$ cat src/rtl/cdrt_pkg.sv
`timescale 1ns / 1ps
// ----------------------------------------------------------------------------
// cdrt_pkg: shared types and constants of the counter delta rate tracker
// Holds the sample kinds, event codes, state types and the request and
// status structs exchanged between the tracker and its rate unit.
// ----------------------------------------------------------------------------
package cdrt_pkg;

   // Sample kinds carried on the command field.
   localparam logic [1:0] CMD_GAUGE     = 2'd0;
   localparam logic [1:0] CMD_COUNTER32 = 2'd1;

   // Event codes reported with every result.
   localparam logic [2:0] EV_ZERO   = 3'd0;
   localparam logic [2:0] EV_GAUGE  = 3'd1;
   localparam logic [2:0] EV_NORMAL = 3'd2;
   localparam logic [2:0] EV_WRAP32 = 3'd3;
   localparam logic [2:0] EV_WRAP64 = 3'd4;
   localparam logic [2:0] EV_OBO    = 3'd5;
   localparam logic [2:0] EV_FIRST  = 3'd6;

   // Configuration register indexes.
   localparam logic CSR_WITH_ZEROS    = 1'b0;
   localparam logic CSR_STORE_ENABLED = 1'b1;

   // Milliseconds per second; the 16 fraction bits are a plain shift.
   localparam logic [9:0] MS_PER_SEC = 10'd1000;

   // Offset added to a 32-bit counter wrap.
   localparam logic [63:0] THIRTYTWO = 64'h0000_0001_0000_0000;

   // Width of the upper dividend word: delta * 1000 needs 74 bits, the
   // top 26 of which land above the 64-bit lower word after the shift.
   localparam int HI_W = 26;

   typedef enum logic [1:0] {
      S_IDLE,
      S_BUSY,
      S_DONE
   } ctrl_state_type;

   typedef enum logic [2:0] {
      R_IDLE,
      R_MUL_LO,
      R_MUL_HI,
      R_SUM,
      R_CHECK,
      R_DIV
   } rate_state_type;

   typedef struct packed {
      logic        start;
      logic [63:0] delta;
      logic [47:0] elapsed;
   } rate_req_type;

   typedef struct packed {
      logic        done;
      logic [63:0] rate;
   } rate_rsp_type;

endpackage

$ cat src/rtl/counter_delta_rate_tracker.sv
`timescale 1ns / 1ps
// From accept to result valid, a transaction with a rate passes the rate unit
// (two multiply steps, one add, one check, 64 divide steps; it stops at the check
// when that yields zero or saturates), its done register, S_DONE and the output
// register; any other goes through S_DONE to the output register. One at a time:
// the next transaction can be accepted in the cycle after the result loads.
// Reset clears the kept sample and time, sets with_zeros 0 and store_enabled 1.
// ----------------------------------------------------------------------------
// counter_delta_rate_tracker: polled counter delta and rate tracker
// Classifies each sample against the last one kept, forms the delta and
// event code, and has the rate unit compute the per-second rate.
// ----------------------------------------------------------------------------
module counter_delta_rate_tracker
   import cdrt_pkg::*;
(
   input  logic        clock,
   input  logic        reset,
   // Request channel
   input  logic        req_valid,
   output logic        req_ready,
   input  logic [1:0]  req_command,
   input  logic [63:0] req_sample_value,
   input  logic [47:0] req_time_ms,
   // Result channel
   output logic        rsp_valid,
   input  logic        rsp_ready,
   output logic        rsp_store,
   output logic [63:0] rsp_delta,
   output logic [63:0] rsp_rate,
   output logic [2:0]  rsp_event_res,
   // Configuration port
   input  logic        csr_write_en,
   input  logic        csr_index,
   input  logic        csr_write_data
);

   ctrl_state_type state_ff, state_in;
   logic           with_zeros_ff, store_enabled_ff;
   logic [63:0]    prev_value_ff;
   logic [47:0]    prev_time_ff;

   logic [63:0]    item_delta_ff;
   logic [2:0]     item_event_ff;
   logic           item_store_ff;
   logic           item_rate_ff;

   logic           rsp_valid_ff, rsp_valid_in;
   logic           rsp_store_ff;
   logic [63:0]    rsp_delta_ff;
   logic [63:0]    rsp_rate_ff;
   logic [2:0]     rsp_event_ff;

   logic           accept;
   logic           load_out;
   logic [63:0]    diff;
   logic [47:0]    elapsed;
   logic           gauge;
   logic [63:0]    cls_delta;
   logic [2:0]     cls_event;
   logic           cls_dropped;
   logic           cls_rate;
   logic           cls_store;

   rate_req_type   rate_req;
   rate_rsp_type   rate_rsp;

   assign accept = req_valid & req_ready;

   // Classification of the incoming sample against the kept one.
   assign diff    = req_sample_value - prev_value_ff;
   assign elapsed = req_time_ms - prev_time_ff;
   assign gauge   = (req_command == CMD_GAUGE);

   always_comb begin
      cls_delta   = 64'h0;
      cls_event   = EV_ZERO;
      cls_dropped = 1'b0;
      cls_rate    = 1'b0;
      priority if (diff == 64'h0) begin
         cls_event = EV_ZERO;
         if (with_zeros_ff) begin
            cls_delta = gauge ? req_sample_value : 64'h0;
         end else begin
            cls_dropped = 1'b1;
         end
      end else if (gauge) begin
         cls_event = EV_GAUGE;
         cls_delta = req_sample_value;
      end else if (req_sample_value < prev_value_ff) begin
         // Backward by exactly one shows up as an all-ones difference.
         priority if (diff == '1) begin
            cls_event = EV_OBO;
         end else if (req_command == CMD_COUNTER32) begin
            cls_event = EV_WRAP32;
            cls_delta = diff + THIRTYTWO;
            cls_rate  = 1'b1;
         end else begin
            cls_event = EV_WRAP64;
            cls_delta = diff;
            cls_rate  = 1'b1;
         end
      end else if (prev_time_ff != 48'h0) begin
         cls_event = EV_NORMAL;
         cls_delta = diff;
         cls_rate  = 1'b1;
      end else begin
         cls_event   = EV_FIRST;
         cls_dropped = 1'b1;
      end
   end

   assign cls_store = ~cls_dropped & store_enabled_ff &
                      ((cls_delta != 64'h0) | with_zeros_ff);

   // Rate unit request is issued with the accepted transaction.
   assign rate_req.start   = accept & cls_rate;
   assign rate_req.delta   = cls_delta;
   assign rate_req.elapsed = elapsed;

   cdrt_rate_unit u_rate (
      .clock (clock),
      .reset (reset),
      .req   (rate_req),
      .rsp   (rate_rsp)
   );

   // Sequencer: accept, wait for the rate, hand the result to the output.
   always_comb begin
      state_in  = state_ff;
      req_ready = 1'b0;
      load_out  = 1'b0;
      unique case (state_ff)
         S_IDLE: begin
            req_ready = 1'b1;
            if (accept) begin
               state_in = cls_rate ? S_BUSY : S_DONE;
            end
         end
         S_BUSY: begin
            if (rate_rsp.done) begin
               state_in = S_DONE;
            end
         end
         S_DONE: begin
            if (~rsp_valid_ff | rsp_ready) begin
               load_out = 1'b1;
               state_in = S_IDLE;
            end
         end
         default: begin
            state_in = S_IDLE;
         end
      endcase
   end

   always_comb begin
      rsp_valid_in = rsp_valid_ff;
      if (load_out) begin
         rsp_valid_in = 1'b1;
      end else if (rsp_ready) begin
         rsp_valid_in = 1'b0;
      end
   end

   // Control state, configuration and kept sample.
   always_ff @(posedge clock) begin
      if (reset) begin
         state_ff         <= S_IDLE;
         rsp_valid_ff     <= 1'b0;
         with_zeros_ff    <= 1'b0;
         store_enabled_ff <= 1'b1;
         prev_value_ff    <= 64'h0;
         prev_time_ff     <= 48'h0;
      end else begin
         state_ff     <= state_in;
         rsp_valid_ff <= rsp_valid_in;
         if (csr_write_en) begin
            unique case (csr_index)
               CSR_WITH_ZEROS:    with_zeros_ff    <= csr_write_data;
               CSR_STORE_ENABLED: store_enabled_ff <= csr_write_data;
               default: begin
               end
            endcase
         end
         if (accept) begin
            prev_value_ff <= req_sample_value;
            prev_time_ff  <= req_time_ms;
         end
      end
   end

   // Per-transaction results and the output register.
   always_ff @(posedge clock) begin
      if (accept) begin
         item_delta_ff <= cls_delta;
         item_event_ff <= cls_event;
         item_store_ff <= cls_store;
         item_rate_ff  <= cls_rate;
      end
      if (load_out) begin
         rsp_store_ff <= item_store_ff;
         rsp_delta_ff <= item_delta_ff;
         rsp_rate_ff  <= item_rate_ff ? rate_rsp.rate : 64'h0;
         rsp_event_ff <= item_event_ff;
      end
   end

   assign rsp_valid     = rsp_valid_ff;
   assign rsp_store     = rsp_store_ff;
   assign rsp_delta     = rsp_delta_ff;
   assign rsp_rate      = rsp_rate_ff;
   assign rsp_event_res = rsp_event_ff;

endmodule

$ cat src/rtl/cdrt_rate_unit.sv
`timescale 1ns / 1ps
// ----------------------------------------------------------------------------
// cdrt_rate_unit: iterative rate calculator
// Computes floor(delta * 1000 * 65536 / elapsed) saturated to 64 bits with
// one shared 32x10 multiplier and one shared subtractor under a small
// sequencer, one quotient bit per cycle.
// ----------------------------------------------------------------------------
module cdrt_rate_unit
   import cdrt_pkg::*;
(
   input  logic         clock,
   input  logic         reset,
   input  rate_req_type req,
   output rate_rsp_type rsp
);

   rate_state_type    state_ff, state_in;
   logic [63:0]       delta_ff, delta_in;
   logic [47:0]       elapsed_ff, elapsed_in;
   logic [41:0]       prod_lo_ff, prod_lo_in;
   logic [41:0]       prod_hi_ff, prod_hi_in;
   logic [HI_W-1:0]   hi_ff, hi_in;
   logic [63:0]       lo_ff, lo_in;
   logic [47:0]       rem_ff, rem_in;
   logic [63:0]       quo_ff, quo_in;
   logic [5:0]        cnt_ff, cnt_in;
   logic [63:0]       rate_ff, rate_in;
   logic              done_ff, done_in;

   logic [31:0]       mul_a;
   logic [41:0]       mul_p;
   logic [73:0]       sum;
   logic [48:0]       shifted;
   logic [49:0]       diff;
   logic              fits;

   // Shared multiplier: one 32-bit half of delta times 1000 per cycle.
   assign mul_a = (state_ff == R_MUL_HI) ? delta_ff[63:32] : delta_ff[31:0];
   assign mul_p = 42'(mul_a) * 42'(MS_PER_SEC);

   // Recombine the two partial products into delta * 1000.
   assign sum = 74'(prod_lo_ff) + {prod_hi_ff, 32'h0};

   // Shared subtractor for one restoring division step.
   assign shifted = {rem_ff, lo_ff[63]};
   assign diff    = {1'b0, shifted} - {2'b00, elapsed_ff};
   assign fits    = ~diff[49];

   // Sequencer and datapath next values.
   always_comb begin
      state_in   = state_ff;
      delta_in   = delta_ff;
      elapsed_in = elapsed_ff;
      prod_lo_in = prod_lo_ff;
      prod_hi_in = prod_hi_ff;
      hi_in      = hi_ff;
      lo_in      = lo_ff;
      rem_in     = rem_ff;
      quo_in     = quo_ff;
      cnt_in     = cnt_ff;
      rate_in    = rate_ff;
      done_in    = 1'b0;
      unique case (state_ff)
         R_IDLE: begin
            if (req.start) begin
               delta_in   = req.delta;
               elapsed_in = req.elapsed;
               state_in   = R_MUL_LO;
            end
         end
         R_MUL_LO: begin
            prod_lo_in = mul_p;
            state_in   = R_MUL_HI;
         end
         R_MUL_HI: begin
            prod_hi_in = mul_p;
            state_in   = R_SUM;
         end
         R_SUM: begin
            // Dividend is (delta * 1000) << 16, split into hi and lo words.
            hi_in    = sum[73:48];
            lo_in    = {sum[47:0], 16'h0};
            state_in = R_CHECK;
         end
         R_CHECK: begin
            // A zero delta gives zero; a quotient that cannot fit saturates.
            priority if (delta_ff == 64'h0) begin
               rate_in  = 64'h0;
               done_in  = 1'b1;
               state_in = R_IDLE;
            end else if (48'(hi_ff) >= elapsed_ff) begin
               rate_in  = '1;
               done_in  = 1'b1;
               state_in = R_IDLE;
            end else begin
               rem_in   = 48'(hi_ff);
               quo_in   = 64'h0;
               cnt_in   = 6'd63;
               state_in = R_DIV;
            end
         end
         R_DIV: begin
            rem_in = fits ? diff[47:0] : shifted[47:0];
            quo_in = {quo_ff[62:0], fits};
            lo_in  = {lo_ff[62:0], 1'b0};
            cnt_in = cnt_ff - 6'd1;
            if (cnt_ff == 6'd0) begin
               rate_in  = {quo_ff[62:0], fits};
               done_in  = 1'b1;
               state_in = R_IDLE;
            end
         end
         default: begin
            state_in = R_IDLE;
         end
      endcase
   end

   // Control registers.
   always_ff @(posedge clock) begin
      if (reset) begin
         state_ff <= R_IDLE;
         done_ff  <= 1'b0;
      end else begin
         state_ff <= state_in;
         done_ff  <= done_in;
      end
   end

   // Datapath registers.
   always_ff @(posedge clock) begin
      delta_ff   <= delta_in;
      elapsed_ff <= elapsed_in;
      prod_lo_ff <= prod_lo_in;
      prod_hi_ff <= prod_hi_in;
      hi_ff      <= hi_in;
      lo_ff      <= lo_in;
      rem_ff     <= rem_in;
      quo_ff     <= quo_in;
      cnt_ff     <= cnt_in;
      rate_ff    <= rate_in;
   end

   assign rsp.done = done_ff;
   assign rsp.rate = rate_ff;

endmodule

$ cat config.mk
export PLATFORM = sky130hd
export DESIGN_NAME = counter_delta_rate_tracker
export DESIGN_NICKNAME = d
export VERILOG_FILES = /design/src/rtl/cdrt_pkg.sv /design/src/rtl/counter_delta_rate_tracker.sv /design/src/rtl/cdrt_rate_unit.sv
export SDC_FILE = /design/constraint.sdc
export NUM_CORES = 2
export LEC_CHECK = 0
export BUFFER_PORTS_ARGS = -buffer_cell sky130_fd_sc_hd__buf_2
export CORE_MARGIN = 4
export CORE_UTILIZATION = 60
export CTS_BUF_LIST = sky130_fd_sc_hd__clkbuf_16
export DETAILED_ROUTE_END_ITERATION = 10
export PLACE_DENSITY = 0.85
export SYNTH_ARGS = -nofsm -noshare
export SYNTH_HDL_FRONTEND = slang
export SYNTH_SLANG_ARGS = --single-unit
export TNS_END_PERCENT = 100
$ cat constraint.sdc
create_clock -name clock -period 9.8 [get_ports clock]
set_clock_uncertainty 0.05 [all_clocks]
set_input_delay 0.49 -clock clock [delete_from_list [all_inputs] [get_ports clock]]
set_output_delay 0.49 -clock clock [all_outputs]
set_load 0.02 [all_outputs]
After elaboration in Yosys (flattened, before gate mapping)
Cells that the tools add are included.

Add/subtract/negate cells: 6. Multiply operators: 1. $lt $le $gt $ge: 2. Equality and inequality tests: 17. Mux-type cells: 58. Bitwise operators: 10. Reduce and logical (&&, ||, !) cells: 19.

Operator list (count): $mux 64 (11); $pmux 64 s2 (2); $mux 48 (3); $logic_not 64->1 (2); $mux 63 (2); $pmux 63 s2 (1); $pmux 48 s2 (1); $add 42x74->74 (1); $add 64x33->64 const B (1); $eq 64x64->1 const B (1); $lt 64x64->1 (1); $reduce_bool 64->1 (1); $sub 64x64->64 (1); $sub 49x48->50 (1); $ge 26x48->1 (1); $reduce_bool 48->1 (1); $sub 48x48->48 (1); $mul 32x7->39 const B (1); $mux 32 (1); $mux 3 (8); $mux 1 (19); $pmux 3 s6 (1); $mux 6 (2); $pmux 6 s2 (1); 22 further kinds (48).

Bits in registers: 783. Input bits: 121. Output and inout port bits: 134. Logic and storage cells: 140.

Logic depth before layout (Yosys ltp)
Depth after elaboration: 10. Gate-level depth with buffers: 29. Mapped depth without buffers: 27.

By module
Synthesis repeated with hierarchy kept, for this count alone.

Cell total of the unflattened synthesis: 4617. Area, all modules: 46138.0 sq um.

Modules (own cells, without submodules): cdrt_rate_unit (instances 1, cells an instance 2270, area each 25722.2 sq um, sequential area each 13352.8 sq um); counter_delta_rate_tracker (instances 1, cells an instance 2347, area each 20415.8 sq um, sequential area each 8378.0 sq um).

Worst setup path before layout
OpenSTA, ideal clock, no wires.

Kind: reg-to-reg. Start point: reg u_rate.elapsed_ff[0]. End point: reg u_rate.cnt_ff[0], enable pin. Setup time: 0.631 ns. Data arrival time: 8.310 ns. Required time: 9.119 ns. Setup slack: 0.809 ns. Cell stages (with the launch flop): 17. Buffers on the path: 0. Period minus slack after synthesis: 8.991 ns. Cell sequence: edfxtp_1 -> ha_1 -> nand2b_1 -> a21o_1 -> a21o_1 -> a21o_1 -> a21o_1 -> a21o_1 -> a21o_1 -> a21oi_1 -> nor2b_1 -> o21ai_0 -> nand2b_1 -> a21oi_1 -> o21ai_0 -> a221o_1 -> a21oi_1.

Cells in the longest elaborated chain, start to end: 3.

RTL lines: from (decl) (line cdrt_rate_unit.sv:19) `logic [47:0] elapsed_ff, elapsed_in;`; from (signal assigned) (line cdrt_rate_unit.sv:133) `elapsed_ff <= elapsed_in;`; $ge 26x48->1 (line cdrt_rate_unit.sv:91) `end else if (48'(hi_ff) >= elapsed_ff) begin`; $ne 2x2->1 (no line); $reduce_and 3->1 (no line); to (signal assigned) (line cdrt_rate_unit.sv:140) `cnt_ff <= cnt_in;`; to (decl) (line cdrt_rate_unit.sv:26) `logic [5:0] cnt_ff, cnt_in;`.

No other way between the ends. A chain may end at the register's enable or synchronous reset.

Worst setup path in the final report
Start point: reg prev_value_ff[14]. End point: reg item_store_ff, data pin.

Cells in the longest elaborated chain, start to end: 10. Elaborated cells on any way between the ends: 19. Those cells by class: add/sub (2); order compare (1); eq/ne (1); mux (9); bitwise (4); reduce/logical (2).

RTL lines: from (decl) (line counter_delta_rate_tracker.sv:39) `logic [63:0] prev_value_ff;`; from (signal assigned) (line counter_delta_rate_tracker.sv:186) `prev_value_ff <= req_sample_value;`; $sub 64x64->64 (line counter_delta_rate_tracker.sv:70) `assign diff = req_sample_value - prev_value_ff;`; $add 64x33->64 (line counter_delta_rate_tracker.sv:95) `cls_delta = diff + THIRTYTWO;`; $mux 64 (line counter_delta_rate_tracker.sv:93) `end else if (req_command == CMD_COUNTER32) begin`; $mux 64 (line counter_delta_rate_tracker.sv:91) `priority if (diff == '1) begin`; $mux 64 (line counter_delta_rate_tracker.sv:89) `end else if (req_sample_value < prev_value_ff) begin`; $mux 64 (line counter_delta_rate_tracker.sv:86) `end else if (gauge) begin`; $mux 64 (*) (line counter_delta_rate_tracker.sv:79) `priority if (diff == 64'h0) begin`; via cls_delta[24] (line counter_delta_rate_tracker.sv:58) `logic [63:0] cls_delta;`; $reduce_bool 64->1 (*) (line counter_delta_rate_tracker.sv:113) `((cls_delta != 64'h0) | with_zeros_ff);`; $or 1x1->1 (*) (line counter_delta_rate_tracker.sv:113); $and 1x1->1 (*) (line counter_delta_rate_tracker.sv:112) `assign cls_store = ~cls_dropped & store_enabled_ff &`; via cls_store (line counter_delta_rate_tracker.sv:62) `logic cls_store;`; to (signal assigned) (line counter_delta_rate_tracker.sv:197) `item_store_ff <= cls_store;`; to (decl) (line counter_delta_rate_tracker.sv:44) `logic item_store_ff;`.

Mark *: on every way through the listed nets, which the timed path passes. The rest lies on a longest branch.

==> flow_summary.toml <==
[route]
wl_per_cell_um = 21.55
drtAntennaViolNets = 0
drt-pass1-iter-count = 6
wl_mm = 119.0
drt_iter0_markers = 3487
drc = 0
vias = 33900
viasPerCell = 6.137

[global_routing]
grt_max_degree = 83
grt_pass1_wl_mm = 183.0
antenna_found_initial = 10
grt-ovfl-total = 0
first_global_vias = 32830
globalRouteTotalUtil_pct = 29.77

[placement]
io_buffers = 254
place_ws_ps = 1758
placed_cells = 5371
hpwl_mm = 89.29
place_area_um2 = 46750
place_congestion = 0.9969

[status]
run_status = "finished, final reports clean"

[clocking]
cts_setup_buffers = 0
h-tree-depth = 3
cts_sinks = 764
cts_hold_buf = 0
cts.path.max_buffers = 3
path_clk_slew_ps = 60
ctsResizeCount = 0
cts_made_buffers = 79
cts_root_buffer = "clkbuf_16"
clock_latency_ps = 630
cts_tree = "yes"

[critical_path]
cp_max_fo = 31
cpMostUsedCell = "nor4_1"
startpoint = "prev_value_ff[14]$_SDFFE_PP0P_"
r2r-end = "item_store_ff$_DFFE_PP_"
cp-end-kind = "flop"
crit_family = "simple AND/OR/NAND/NOR gates"
path_class = "flop to flop"
reg2reg_depth = 26
critical_path.max_stage_delay_ps = 1000
cp_data_arrival_time_ps = 8470
rr_startpoint = "prev_value_ff[14]$_SDFFE_PP0P_"
r2r_setup_slack_ps = 1620
crit_path_start_kind = "flop"
path_buf_inv = 2
crit_slowest_cell = "nor4_1"
crit_required_ps = 10090

[die]
core-area_um2 = 73330
rows = 99
io_pins = 255
dieArea_um2 = 78780
die_x_um = 280.7
dieHeight_um = 280.7
start_util_pct = 60.83

[hold_path]
hold_class = "primary input to flop"
hold_path.startpoint = "req_time_ms[33]"
min_to = "prev_time_ff[33]$_SDFFE_PP0P_"
min_path_cells = 3

[final_layout]
final_common_cell = "nand2_1"
register_area_um2 = 21730
stdcell_count = 5523
final_cell_mix = "666 x nand2_1, 643 x edfxtp_1, 364 x a21oi_1, 328 x inv_1, 281 x ha_1"
multi_input_area_um2 = 21150
drive_gt1_share_pct = 10.79
fin_area_um2 = 49290
final_util_pct = 67.21
fillers = 5382
nets = 5017
syn_to_final_growth_pct = 10.49

[logic_synthesis]
synth_edf_count = 643
async_flop_share_pct = 0
synth_flop_cell = "edfxtp_1"
yosysSeqAreaShare_pct = 48.71
ys_ff_latch = 764
syn_avg_cell_area_um2 = 10.41
synth_top_area_cell = "edfxtp_1"
yosys.area.top_type_share_pct = 43.28
ys_types = 95
postSynthCellCount = 4285
synthesis.area_um2 = 44610
synthTopCellsByArea = "edfxtp_1 43%, ha_1 7.9%, nand2_1 5.6%"
ys_warn_count = 0
synthesis.nets = 4809

[sta]
tightestPinTransition_ps = 1171
setup-tns-final_ps = 0
max_freq_mhz = 122.3
relSlewSlack_pct = 21.21
worst_slack_ps = 1622
drv_slew = 0
layout_min_cycle_time_ps = 8178
rsz0062_at_grt = "false"
hold_slack_ps = 71.85
min_period_over_period_pct = 83.45
setup_violations = 0
timing_hold_violations_final = 0

[power_and_ir_drop]
p_leak_nw = 19.35
powerDensity_nw_per_um2 = 409.3
finalPower_mw = 20.17
irDropWorstVdd_uv = 643.3

[job]
drv_cap = 0
layer usage:
| layer | wire length [µm] | GRT usage (%) |
|---|---|---|
| met1 | 46020 | 37.24 |
| met2 | 57270 | 50.63 |
| met3 | 8253 | 4.162 |
| met4 | 7445 | 15.79 |
| met5 | 43 | 0 |
synth_stat cells, types with 31 or more instances:
cell type  instances
nand4_1           61
nand2_1          669
dfxtp_1          121
ha_1             281
clkbuf_1         117
and2_1            84
nor4_1            71
inv_1            312
a21o_1            91
nor2b_1           35
nor2_1           217
fa_1             122
xnor2_1          146
mux2_2            31
edfxtp_1         643
nor3_1            75
xor2_1            73
a22o_1            43
nand3_1           88
nand2b_1          34
and3_1            33
o21ai_0          139
a21oi_1          365
worst reg2reg max path, stage by stage (launching register included):
cell and delay (ps):
dfxtp_1 320, inv_1 50, ha_1 380, a21o_1 250, a21o_1 180, a21oi_1 220
a31oi_1 190, a211oi_1 620, o221ai_1 220, xor2_1 360, ha_1 300, nor4b_1 350
nand3_1 130, nor4_1 190, nand4_1 150, nor3_1 230, nand3b_1 90, nor4_1 760
and4b_1 310, and4bb_1 230, or4_1 140, inv_2 270, a22o_1 400, nor4_1 1000
nand4_1 190, nor3_1 250, a211oi_1 80
worst max-delay path by stage:
stage | cells after the start | endpoint | slack (ps)
6_report | 26 | item_store_ff$_DFFE_PP_ | 1620
5_1_grt | 22 | u_rate.prod_hi_ff[41]$_DFFE_PP_ | 1190
4_1_cts | 22 | u_rate.prod_hi_ff[41]$_DFFE_PP_ | 1730
3_5_place_dp | 22 | u_rate.prod_lo_ff[41]$_DFFE_PP_ | 1760
3_3_place_gp | 22 | u_rate.prod_hi_ff[41]$_DFFE_PP_ | 1890
2_1_floorplan | 16 | u_rate.cnt_ff[0]$_SDFFCE_PN1P_ | 810
area by class of cell:
type | instances | share of cell area [%]
Sequential cell | 764 | 44.09
Inverter | 314 | 2.401
Tap cell | 959 | 2.434
Multi-Input combinational cell | 3051 | 42.90
Clock inverter | 67 | 1.104
Clock buffer | 79 | 4.011
Timing Repair Buffer | 283 | 3.026
Antenna cell | 6 | 0.03046
report_power, final:
group	total [mW]	internal, mW	switching [mW]	leakage (nW)
combinational	11.7	4.67	7.07	11.1
clock	2.92	1.62	1.29	1.29
sequential	5.51	5.28	0.230	6.92
total	20.2	11.6	8.60	19.4
cell families after synthesis:
kind of cell / share of synthesized area [%]
xor+xnor: 4.336
mux: 1.029
fa+ha+maj: 13.36
simple gates: 15.47
compound gates: 13.01
flops: 48.71
buf+inv: 4.087
flip-flops by register name (all words and copies together), names as in the netlist, 3 cells and up:
signal and cells:
item_delta_ff 64, item_event_ff 3, prev_time_ff 48, prev_value_ff 64, rsp_delta 64, rsp_event_res 3, rsp_rate 64, u_rate.cnt_ff 6
u_rate.delta_ff 64, u_rate.elapsed_ff 48, u_rate.hi_ff 26, u_rate.lo_ff 45, u_rate.prod_hi_ff 39, u_rate.prod_lo_ff 39, u_rate.quo_ff 63, u_rate.rate_ff 64
u_rate.rem_ff 48, u_rate.state_ff 3
Power figures use the tool's default switching activity.
